File: src/rtl/sst_pkg.sv
// Package for the strongest-signal scan table.
// Holds the request codes, the transfer payload types, the table entry type and the
// controller state type. It depends on nothing else.
package sst_pkg;

	localparam int TABLE_ENTRIES_DEF = 8;
	localparam int ADDR_W = 48;
	localparam int RSSI_W = 8;

	typedef enum logic [1:0] {
		REQ_SCAN_START = 2'd0,
		REQ_ADV_REPORT = 2'd1,
		REQ_SCAN_DONE  = 2'd2,
		REQ_CLEAR      = 2'd3
	} req_code_t;

	typedef struct packed {
		req_code_t                  req_type;
		logic [1:0]                 peer_addr_type;
		logic [ADDR_W-1:0]          peer_address;
		logic signed [RSSI_W-1:0]   report_rssi;
		logic                       connectable_report;
	} req_item_t;

	typedef struct packed {
		logic                       entry_valid;
		logic [1:0]                 entry_addr_type;
		logic [ADDR_W-1:0]          entry_address;
		logic signed [RSSI_W-1:0]   entry_rssi;
		logic                       entry_connectable;
		logic                       last_entry;
	} rsp_item_t;

	typedef struct packed {
		logic [1:0]                 addr_type;
		logic [ADDR_W-1:0]          address;
		logic signed [RSSI_W-1:0]   rssi;
		logic                       connectable;
	} entry_t;

	typedef enum logic [3:0] {
		S_IDLE,
		S_SRCH,
		S_DECIDE,
		S_SORT_LD,
		S_SORT_CAP,
		S_SORT_J,
		S_SORT_WB,
		S_EMIT_RD,
		S_EMIT_LD,
		S_EMPTY
	} state_t;

endpackage

File: src/rtl/strongest_signal_scan_table.sv
// Strongest-signal scan table, top level. Uses sst_pkg and sst_table_mem.
//
// Requests arrive on the req channel (valid/ready); listing results leave on the
// rsp channel (valid/ready) through an output register. Scan start, clear and
// ignored reports finish in the idle state. An advertising report reads the table one
// entry per cycle through the single memory read port, then makes at most one
// write. A scan complete exchange-sorts the table in the memory in n - 1 passes
// for n stored entries. It then lists the entries, each read from the memory and
// then loaded into the output register, or gives one invalid last result
// when the table is empty. The block takes one request at a time: req_ready is
// high only while no request is in progress. A stalled receiver holds the
// listing at the output register and the listing resumes when the transfer
// completes. Reset empties the table through its fill count and disarms
// scanning; the memory itself is not cleared.
module strongest_signal_scan_table import sst_pkg::*; #(
	parameter int TABLE_ENTRIES = TABLE_ENTRIES_DEF
) (
	input  logic      clk,
	input  logic      arst_n,
	input  logic      req_valid,
	output logic      req_ready,
	input  req_item_t req,
	output logic      rsp_valid,
	input  logic      rsp_ready,
	output rsp_item_t rsp
);

	localparam int CW = $clog2(TABLE_ENTRIES + 1);
	localparam int IW = (TABLE_ENTRIES > 1) ? $clog2(TABLE_ENTRIES) : 1;

	state_t                 state_q, state_d;
	logic [CW-1:0]          cnt_q;
	logic                   scan_q;
	req_item_t              item_q;
	logic [CW-1:0]          idx_q;
	logic                   v_s1;
	logic [IW-1:0]          idx_s1;
	logic [IW-1:0]          min_idx_q;
	logic signed [RSSI_W-1:0] min_rssi_q;
	logic [IW-1:0]          si_q;
	logic [IW-1:0]          ek_q;
	entry_t                 cur_q;
	logic                   out_valid_q;
	rsp_item_t              out_q;

	logic                   mem_we, mem_re;
	logic [IW-1:0]          mem_wa, mem_ra;
	entry_t                 mem_wd, rd_data;

	logic                   match_c, more_c, out_free, last_c, full_c, stronger_c;
	logic                   out_load_c;

	sst_table_mem #(
		.DEPTH(TABLE_ENTRIES),
		.IW(IW)
	) u_mem (
		.clk(clk),
		.we(mem_we),
		.waddr(mem_wa),
		.wdata(mem_wd),
		.re(mem_re),
		.raddr(mem_ra),
		.rdata(rd_data)
	);

	assign req_ready = (state_q == S_IDLE);
	assign rsp_valid = out_valid_q;
	assign rsp = out_q;

	assign match_c = v_s1 && (rd_data.addr_type == item_q.peer_addr_type)
		&& (rd_data.address == item_q.peer_address);
	assign more_c = (idx_q < cnt_q);
	assign out_free = !out_valid_q || rsp_ready;
	assign last_c = (CW'(ek_q) == (cnt_q - CW'(1)));
	assign full_c = (cnt_q >= CW'(TABLE_ENTRIES));
	assign stronger_c = $signed(rd_data.rssi) > $signed(cur_q.rssi);
	assign out_load_c = ((state_q == S_EMIT_LD) || (state_q == S_EMPTY)) && out_free;

	always_comb begin
		state_d = state_q;
		mem_we = 1'b0;
		mem_wa = '0;
		mem_wd = '0;
		mem_re = 1'b0;
		mem_ra = '0;
		case (state_q)
			S_IDLE: begin
				if (req_valid) begin
					case (req.req_type)
						REQ_ADV_REPORT: begin
							if (scan_q) begin
								state_d = S_SRCH;
							end
						end
						REQ_SCAN_DONE: begin
							if (cnt_q == '0) begin
								state_d = S_EMPTY;
							end else if (cnt_q == CW'(1)) begin
								state_d = S_EMIT_RD;
							end else begin
								state_d = S_SORT_LD;
							end
						end
						default: ;
					endcase
				end
			end
			S_SRCH: begin
				if (match_c) begin
					mem_we = 1'b1;
					mem_wa = idx_s1;
					mem_wd.addr_type = item_q.peer_addr_type;
					mem_wd.address = item_q.peer_address;
					mem_wd.rssi = item_q.report_rssi;
					mem_wd.connectable = rd_data.connectable | item_q.connectable_report;
					state_d = S_IDLE;
				end else if (more_c) begin
					mem_re = 1'b1;
					mem_ra = idx_q[IW-1:0];
				end else if (!v_s1) begin
					state_d = S_DECIDE;
				end
			end
			S_DECIDE: begin
				mem_wd.addr_type = item_q.peer_addr_type;
				mem_wd.address = item_q.peer_address;
				mem_wd.rssi = item_q.report_rssi;
				mem_wd.connectable = item_q.connectable_report;
				if (!full_c) begin
					mem_we = 1'b1;
					mem_wa = cnt_q[IW-1:0];
				end else if ($signed(item_q.report_rssi) > $signed(min_rssi_q)) begin
					mem_we = 1'b1;
					mem_wa = min_idx_q;
				end
				state_d = S_IDLE;
			end
			S_SORT_LD: begin
				mem_re = 1'b1;
				mem_ra = si_q;
				state_d = S_SORT_CAP;
			end
			S_SORT_CAP: begin
				state_d = S_SORT_J;
			end
			S_SORT_J: begin
				if (v_s1 && stronger_c) begin
					mem_we = 1'b1;
					mem_wa = idx_s1;
					mem_wd = cur_q;
				end
				if (more_c) begin
					mem_re = 1'b1;
					mem_ra = idx_q[IW-1:0];
				end else if (!v_s1) begin
					state_d = S_SORT_WB;
				end
			end
			S_SORT_WB: begin
				mem_we = 1'b1;
				mem_wa = si_q;
				mem_wd = cur_q;
				if ((CW'(si_q) + CW'(2)) >= cnt_q) begin
					state_d = S_EMIT_RD;
				end else begin
					state_d = S_SORT_LD;
				end
			end
			S_EMIT_RD: begin
				mem_re = 1'b1;
				mem_ra = ek_q;
				state_d = S_EMIT_LD;
			end
			S_EMIT_LD: begin
				if (out_free) begin
					state_d = last_c ? S_IDLE : S_EMIT_RD;
				end
			end
			S_EMPTY: begin
				if (out_free) begin
					state_d = S_IDLE;
				end
			end
			default: begin
				state_d = S_IDLE;
			end
		endcase
	end

	always_ff @(posedge clk or negedge arst_n) begin
		if (!arst_n) begin
			state_q <= S_IDLE;
			cnt_q <= '0;
			scan_q <= 1'b0;
			idx_q <= '0;
			v_s1 <= 1'b0;
			si_q <= '0;
			ek_q <= '0;
			out_valid_q <= 1'b0;
		end else begin
			state_q <= state_d;
			v_s1 <= mem_re && ((state_q == S_SRCH) || (state_q == S_SORT_J));
			if (out_load_c) begin
				out_valid_q <= 1'b1;
			end else if (rsp_ready) begin
				out_valid_q <= 1'b0;
			end
			case (state_q)
				S_IDLE: begin
					if (req_valid) begin
						idx_q <= '0;
						si_q <= '0;
						ek_q <= '0;
						case (req.req_type)
							REQ_SCAN_START: begin
								cnt_q <= '0;
								scan_q <= 1'b1;
							end
							REQ_CLEAR: begin
								cnt_q <= '0;
							end
							REQ_SCAN_DONE: begin
								scan_q <= 1'b0;
							end
							default: ;
						endcase
					end
				end
				S_SRCH: begin
					if (mem_re) begin
						idx_q <= idx_q + CW'(1);
					end
				end
				S_DECIDE: begin
					if (!full_c) begin
						cnt_q <= cnt_q + CW'(1);
					end
				end
				S_SORT_CAP: begin
					idx_q <= CW'(si_q) + CW'(1);
				end
				S_SORT_J: begin
					if (mem_re) begin
						idx_q <= idx_q + CW'(1);
					end
				end
				S_SORT_WB: begin
					si_q <= si_q + IW'(1);
				end
				S_EMIT_LD: begin
					if (out_free) begin
						if (!last_c) begin
							ek_q <= ek_q + IW'(1);
						end
					end
				end
				default: ;
			endcase
		end
	end

	always_ff @(posedge clk) begin
		if (req_valid && req_ready) begin
			item_q <= req;
		end
		if (mem_re) begin
			idx_s1 <= mem_ra;
		end
		if ((state_q == S_SRCH) && v_s1 && !match_c) begin
			if ((idx_s1 == '0) || ($signed(rd_data.rssi) < $signed(min_rssi_q))) begin
				min_idx_q <= idx_s1;
				min_rssi_q <= rd_data.rssi;
			end
		end
		if (state_q == S_SORT_CAP) begin
			cur_q <= rd_data;
		end
		if ((state_q == S_SORT_J) && v_s1 && stronger_c) begin
			cur_q <= rd_data;
		end
		if ((state_q == S_EMIT_LD) && out_free) begin
			out_q.entry_valid <= 1'b1;
			out_q.entry_addr_type <= rd_data.addr_type;
			out_q.entry_address <= rd_data.address;
			out_q.entry_rssi <= rd_data.rssi;
			out_q.entry_connectable <= rd_data.connectable;
			out_q.last_entry <= last_c;
		end
		if ((state_q == S_EMPTY) && out_free) begin
			out_q.entry_valid <= 1'b0;
			out_q.entry_addr_type <= '0;
			out_q.entry_address <= '0;
			out_q.entry_rssi <= '0;
			out_q.entry_connectable <= 1'b0;
			out_q.last_entry <= 1'b1;
		end
	end

`ifndef ASSERT_OFF
	a_cnt_bound: assert property (@(posedge clk) disable iff (!arst_n)
		cnt_q <= CW'(TABLE_ENTRIES))
		else $error("fill count exceeds table depth");

	a_scan_done_disarms: assert property (@(posedge clk) disable iff (!arst_n)
		(req_valid && req_ready && (req.req_type == REQ_SCAN_DONE)) |=> !scan_q)
		else $error("scan still armed after scan complete");

	a_search_bound: assert property (@(posedge clk) disable iff (!arst_n)
		((state_q == S_SRCH) || (state_q == S_SORT_J)) |-> (idx_q <= cnt_q))
		else $error("read index ran past the fill count");

	a_no_load_on_stall: assert property (@(posedge clk) disable iff (!arst_n)
		(out_valid_q && !rsp_ready) |=> out_valid_q && $stable(out_q))
		else $error("output register changed while the receiver stalled");
`endif

endmodule

File: src/rtl/sst_table_mem.sv
// Peer table storage: one write port and one read port with a registered read.
// Uses the entry type from sst_pkg.
module sst_table_mem import sst_pkg::*; #(
	parameter int DEPTH = TABLE_ENTRIES_DEF,
	parameter int IW = (DEPTH > 1) ? $clog2(DEPTH) : 1
) (
	input  logic          clk,
	input  logic          we,
	input  logic [IW-1:0] waddr,
	input  entry_t        wdata,
	input  logic          re,
	input  logic [IW-1:0] raddr,
	output entry_t        rdata
);

	entry_t mem [DEPTH];

	always_ff @(posedge clk) begin
		if (we) begin
			mem[waddr] <= wdata;
		end
	end

	always_ff @(posedge clk) begin
		if (re) begin
			rdata <= mem[raddr];
		end
	end

endmodule
File: config.mk
export PLATFORM = sky130hd
export DESIGN_NAME = strongest_signal_scan_table
export DESIGN_NICKNAME = d
export VERILOG_FILES = /design/src/rtl/sst_pkg.sv /design/src/rtl/strongest_signal_scan_table.sv /design/src/rtl/sst_table_mem.sv
export SDC_FILE = /design/constraint.sdc
export NUM_CORES = 1
export LEC_CHECK = 0
export ABC_AREA = 0
export ABC_CLOCK_PERIOD_IN_PS = 12650
export BUFFER_PORTS_ARGS = -buffer_cell sky130_fd_sc_hd__buf_2
export CORE_ASPECT_RATIO = 0.8
export CORE_MARGIN = 1
export CORE_UTILIZATION = 45
export DETAILED_ROUTE_END_ITERATION = 12
export PLACE_DENSITY = 0.63
export SETUP_SLACK_MARGIN = 0.02
export SLEW_MARGIN = 0
export SYNTH_ARGS = -nofsm -noshare
export SYNTH_HDL_FRONTEND = slang
export SYNTH_SLANG_ARGS = --single-unit
File: constraint.sdc
create_clock -name clk -period 12.65 [get_ports clk]
set_clock_uncertainty 0.2 [all_clocks]
set_input_delay 1.8975 -clock clk [delete_from_list [all_inputs] [get_ports clk]]
set_output_delay 1.8975 -clock clk [all_outputs]
set_load 0.005 [all_outputs]
# == Word level (Yosys, flattened, before mapping) ==
# Memories as Yosys holds them, arrays and structs flattened. A register that Yosys moved wholly into a read port is not among the register bits.
# Index checks and enable logic that the tools add are counted.
# Widths: inputs -> output; s select.
# word_totals
ff_bits,214
ram_bits,472
inputBits,65
output_inout_bits,63
mem_count,1
# mem_list
memory,words,width,read_ports,rd_ports_with_merged_regs,write_ports,line,text
u_mem.mem,8,59,1,1,1,sst_table_mem.sv:16,entry_t mem [DEPTH];
# classes
addsub,7
magnitude_cmp,6
n_eq_ne,29
mux,53
bitwise,1
n_reduce_logical,39
# op_table
operator,n
$mux 59,4
$pmux 59 s4,1
$mux 4,15
$eq 48x48->1,1
$mux 3,12
$pmux 4 s9,1
$pmux 3 s4,2
$eq 4x3->1 const B,4
$gt 8x8->1,2
$ne 2x2->1 const B,8
$pmux 4 s2,2
$logic_and 1x1->1,12
$pmux 3 s2,2
$pmux 4 s3,1
$reduce_bool 2->1,6
$mux 1,10
$ne 3x3->1 const B,3
$reduce_and 9->1,1
$add 4x1->4 const B,2
$eq 4x1->1 const B,2
$eq 4x2->1 const B,2
$eq 4x4->1 const B,2
$logic_not 4->1,2
$lt 8x8->1,1
other kinds (26),37

# == Depth between registers and ports, before layout ==
# depth
word_depth,7
depth_mapped,12
mapped_depth_nobuf,10

# == By module ==
# Synthesis repeated with hierarchy kept, for this count alone.
# hier_totals
cells_unflattened,1600
area_unflattened_um2,29136.7
# by_module_without_submodules
mod,n_inst,cells_per_inst,area_per_inst_um2,seq_area_each_um2
sst_table_mem,1,754,19518.7,15945.3
strongest_signal_scan_table,1,846,9618.0,5710.5

# == Worst setup path after synthesis ==
# No wires, ideal clock.
# synth_path
path_type,register -> register
startpoint,register u_mem.rdata[35] (netlist name)
endpoint,"memory u_mem.mem[1][0] (netlist name), enable pin"
setup_time_ns,0.549
arrival_ns,6.358
t_required_ns,11.901
slack_ns,5.543
stages_incl_launch_ff,9
path_buffers,0
cell_sequence,edfxtp_1 > xor2_1 > or4_1 > nor4_2 > nand4_2 > or3_1 > a21boi_0 > nor2b_1 > nor3_1
# synth_via
elab_chain_len,6
elab_cells_between_ends,8
classes_between,1 x eq/ne; 6 x mux; 1 x reduce/logical
# synth_lines
element,line,text
$eq 48x48->1 (*),strongest_signal_scan_table.sv:71,&& (rd_data.address == item_q.peer_address);
$logic_and 1x1->1 (*),strongest_signal_scan_table.sv:71,
$mux 1,strongest_signal_scan_table.sv:109,if (match_c) begin
$pmux 1 s4,strongest_signal_scan_table.sv:86,case (state_q)
$mux 1,sst_table_mem.sv:19,if (we) begin
$mux 1 (not written as such),sst_table_mem.sv:20,mem[waddr] <= wdata;
to (decl),sst_table_mem.sv:16,
# Mark *: on every way between the ends. The rest lies on a longest branch, timed or not.

# == Worst setup path in the final report ==
# layout_path
startpoint,register state_q[0]
endpoint,register u_mem.rdata[57] (netlist name)
# layout_via
elab_chain_len,3
elab_cells_between_ends,7
classes_between,4 x eq/ne; 2 x mux; 1 x reduce/logical
# layout_lines
element,line,text
from (decl),strongest_signal_scan_table.sv:31,"state_t state_q, state_d;"
from (signal assigned),strongest_signal_scan_table.sv:201,state_q <= state_d;
$eq 4x3->1 or $eq 4x2->1 (tied branches),strongest_signal_scan_table.sv:86,
$reduce_or 2->1 (no source line),-,
$pmux 1 s3,strongest_signal_scan_table.sv:86,
# Several ways; a longest one is shown, not always the timed one.
# A chain may end at the register's enable or synchronous reset.

==> flow_metrics.env <==
export IMPL_gr_total_overflow=0
export IMPL_cap_violations=0
export IMPL_finalSetupViolCount=0
export IMPL_synthSimpleGateAreaFrac_pct=5.939
export IMPL_grt_max_degree=98
export IMPL_detail_route_wirelength_mm=85.31
export IMPL_p_sw_share_pct=31.82
export IMPL_synth_net_count=2360
export IMPL_grt_pass1_wl_mm=126.7
export IMPL_worst_pin_slew_ns=1.227
export IMPL_place_congestion=0.8137
export IMPL_drive_above_1_share_pct=15.54
export IMPL_max_stage_delay_ns=0.82
export IMPL_num_nets_final=2423
export IMPL_synth_adder_area_share_pct=1.590
export IMPL_cts_tree="done"
export IMPL_finalPower_w=0.008153
export IMPL_portBuffers=127
export IMPL_synth_edf_count=663
export IMPL_synth_compound_area_share_pct=18.25
export IMPL_postCtsSetupRepairBufs=0
export IMPL_ys_types=69
export IMPL_p_seq_share_pct=45.4
export IMPL_cp_data_required_time_ns=12.83
export IMPL_dpl_hpwl_mm=46.07
export IMPL_clock_latency_ns=0.63
export IMPL_status="completed"
export IMPL_core_area_um2=68970
export IMPL_cts_num_sinks=745
export IMPL_die_w_um=297.7
export IMPL_die_area_um2=71010
export IMPL_htreeDepth=3
export IMPL_diodes=0
export IMPL_fill_cells=5756
export IMPL_pwr_share_clk_pct=28.1
export IMPL_place_inst=3164
export IMPL_clockBufferDepth=3
export IMPL_numCtsBuffers=76
export IMPL_slew_violations=0
export IMPL_synth_area_per_cell_um2=13.96
export IMPL_p_switching_w=0.002594
export IMPL_drc=0
export IMPL_vias=20180
export IMPL_grt_pass1_vias=19550
export IMPL_p_int_w=0.005559
export IMPL_synthMuxAreaShare_pct=0.2306
export IMPL_hold_buffers=0
export IMPL_wl_per_cell_um=25.81
export IMPL_syn_inst=2255
export IMPL_ant_nets=0
export IMPL_initial_core_util_pct=45.63
export IMPL_async_flop_share_pct=2.819
export IMPL_track_usage_pct=23.83
export IMPL_cp_start_kind="register"
export IMPL_fin_crit_sh_pct=44.37
export IMPL_arrival_ns=5.79
export IMPL_vias_per_cell=6.106
export IMPL_die_h_um=238.6
export IMPL_layout_setup_ws_ns=7.037
export IMPL_rows=86
export IMPL_cpMaxStageDelayCell="o22ai_4"
export IMPL_clk_pin_slew_ns=0.06
export IMPL_synth_seq_cells=745
export IMPL_io_pins=128
export IMPL_cpMostUsedCell="buf_4"
export IMPL_crit_chain="or3b_1, a211oi_2, o21ai_1, o22ai_4, buf_4, buf_4, buf_4, a221oi_1, a31o_1"
export IMPL_hold_viol_final=0
export IMPL_synth_top_family_by_area="compound AO/OA/AOI/OAI gates"
export IMPL_clock_fmax_mhz=178.2
export IMPL_drt_pass1_iterations=6
export IMPL_syn2layout_area_growth_pct=12.70
export IMPL_fin_cells=3305
export IMPL_rsz0062_at_grt="no"
export IMPL_syn_cell_area_um2=31480
export IMPL_setup_tns_ns=0
export IMPL_synth_seq_area_share_pct=68.80
export IMPL_slew_headroom_pct=18.20
export IMPL_antenna_found_initial=1
export IMPL_cts_root_buf="clkbuf_16"
export IMPL_crit_type="reg -> reg"
export IMPL_min_path_type="reg -> reg"
export IMPL_power_frac_comb_pct=26.5
export IMPL_synthXorXnorAreaFrac_pct=1.503
export IMPL_power_leakage_nw=12.52
export IMPL_synth_flop_cell="edfxtp_1"
export IMPL_synth_warnings=0
export IMPL_power_density_nw_per_um2=229.8
export IMPL_ctsResizeCount=0
export IMPL_post_place_ws_ns=7.107
export IMPL_ir_drop_mv=0.1355
export IMPL_worst_setup_path_end_kind="register"
export IMPL_first_iter_violations=2219
export IMPL_min_period_ns=5.613
export IMPL_crit_fanout=36
export IMPL_hold_ws_ns=0.2511
-- cells in the mapped netlist (5+ instances only) --
cell / instances / share of area [%]
buf_4: 5 / 0.12
dfrtp_1: 21 / 1.7
nand4_1: 19 / 0.38
a211o_1: 62 / 1.7
buf_2: 16 / 0.25
a31o_1: 59 / 1.6
a21oi_1: 74 / 1.2
o21ai_1: 12 / 0.19
nand2b_1: 11 / 0.22
buf_1: 6 / 0.072
a22o_1: 60 / 1.7
buf_6: 8 / 0.29
clkbuf_2: 10 / 0.16
o21ai_0: 189 / 3.0
xor2_1: 9 / 0.25
a32oi_1: 59 / 1.6
o22ai_1: 5 / 0.099
nor2b_1: 7 / 0.14
mux2i_1: 5 / 0.16
clkbuf_1: 139 / 1.7
inv_1: 95 / 1.1
edfxtp_1: 663 / 63
a21o_1: 12 / 0.29
dfxtp_1: 61 / 3.9
o211a_1: 60 / 1.9
nand2_1: 220 / 2.6
a221oi_2: 55 / 2.6
and3_1: 62 / 1.2
nor3_1: 14 / 0.22
xnor2_1: 45 / 1.3
o211ai_1: 61 / 1.5
ha_1: 40 / 1.6
nor2_1: 23 / 0.27
-- flip-flops by register name, indices dropped and copies added (netlist names), 4 cells and up --
register / cells
u_mem.mem: 472
u_mem.rdata: 59
cur_q: 59
cnt_q: 4
idx_q: 4
rsp: 61
min_rssi_q: 8
state_q: 4
item_q: 59
-- cells by family after synthesis --
group / after synthesis
adders and majority gates: 40
xor gates and xnor gates: 54
and+or+nand+nor: 392
buffers and inverters: 279
AOI/OAI and AO/OA: 738
muxes: 7
DFF: 745
-- power by group through the flow --
stage          combinational [W]  clock (W)  sequential [W]
2_1_floorplan            0.00142          0         0.00367
3_3_place_gp             0.00210          0         0.00373
3_5_place_dp             0.00214          0         0.00375
4_1_cts                  0.00216    0.00232         0.00370
5_1_grt                  0.00234    0.00242         0.00375
6_report                 0.00216    0.00229         0.00370
-- worst paths after layout --
| kind | start | end | slack (ns) | cells past startpoint |
|---|---|---|---|---|
| worst min register to register | rsp[12] | rsp[12] | 0.25 | 2 |
| worst max-delay path | state_q[0] | u_mem.rdata[57] | 7.04 | 9 |
| min in group asynchronous | arst_n | si_q[0] | 1.05 | 1 |
| max in group asynchronous | arst_n | state_q[2] | 10.82 | 1 |
| worst max register to register | state_q[0] | u_mem.rdata[57] | 7.04 | 9 |
| worst min-delay path | rsp[12] | rsp[12] | 0.25 | 2 |
-- area by class of cell --
| type | count | area (um^2) | area share (%) |
|---|---|---|---|
| inverters | 95 | 356.6 | 1.005 |
| multi-input cells | 1231 | 8798 | 24.80 |
| flip-flops and latches | 745 | 21660 | 61.05 |
| clock inverters | 37 | 385.4 | 1.086 |
| clock buffers | 104 | 2170 | 6.116 |
| well taps | 924 | 1156 | 3.259 |
| repair buffers | 169 | 950.9 | 2.681 |
-- cells in the final DEF, fill, tap and decap left out, drive strengths merged, types with 7 or more instances in the layout --
master / synthesis / layout
edfxtp: 663 / 663
nand2: 220 / 220
o21ai: 201 / 201
buf: 35 / 169
clkbuf: 149 / 104
inv: 95 / 98
a21oi: 74 / 74
o211ai: 63 / 63
a211o: 62 / 62
and3: 62 / 62
dfxtp: 61 / 61
a22o: 60 / 60
o211a: 60 / 60
a32oi: 59 / 59
a31o: 59 / 59
a221oi: 59 / 59
xnor2: 45 / 45
ha: 40 / 40
clkinv: 0 / 24
nor2: 23 / 23
dfrtp: 21 / 21
nand4: 20 / 20
nor3: 14 / 14
a21o: 12 / 12
nand2b: 11 / 11
xor2: 9 / 9
nor2b: 7 / 7
bufinv: 0 / 7
-- metal layers --
metal / routed length [um] / vias up / GRT usage, %
li1: - / 8906 / -
met1: 36200 / 10270 / 33.20
met2: 39470 / 869 / 37.39
met3: 7397 / 136 / 5.134
met4: 2229 / 2 / 7.498
met5: 13 / - / 0
-- worst max-delay path, delay by kind of cell, from the launching register on --
kind | cells | cell delay (ns)
simple gates | 1 | 0.53
flops | 1 | 0.74
buf+inv | 3 | 1.70
compound gates | 5 | 2.10
-- stage by stage --
| step | util (%) | instance area (um^2) |
|---|---|---|
| 6_report | 51.43 | 35470 |
| 3_3_place_gp | 47.73 | 32920 |
| 4_1_cts | 51.43 | 35470 |
| 2_1_floorplan | - | 31480 |
| 5_1_grt | 51.43 | 35470 |
| 3_5_place_dp | 47.73 | 32920 |
Power figures use the tool's default switching activity.
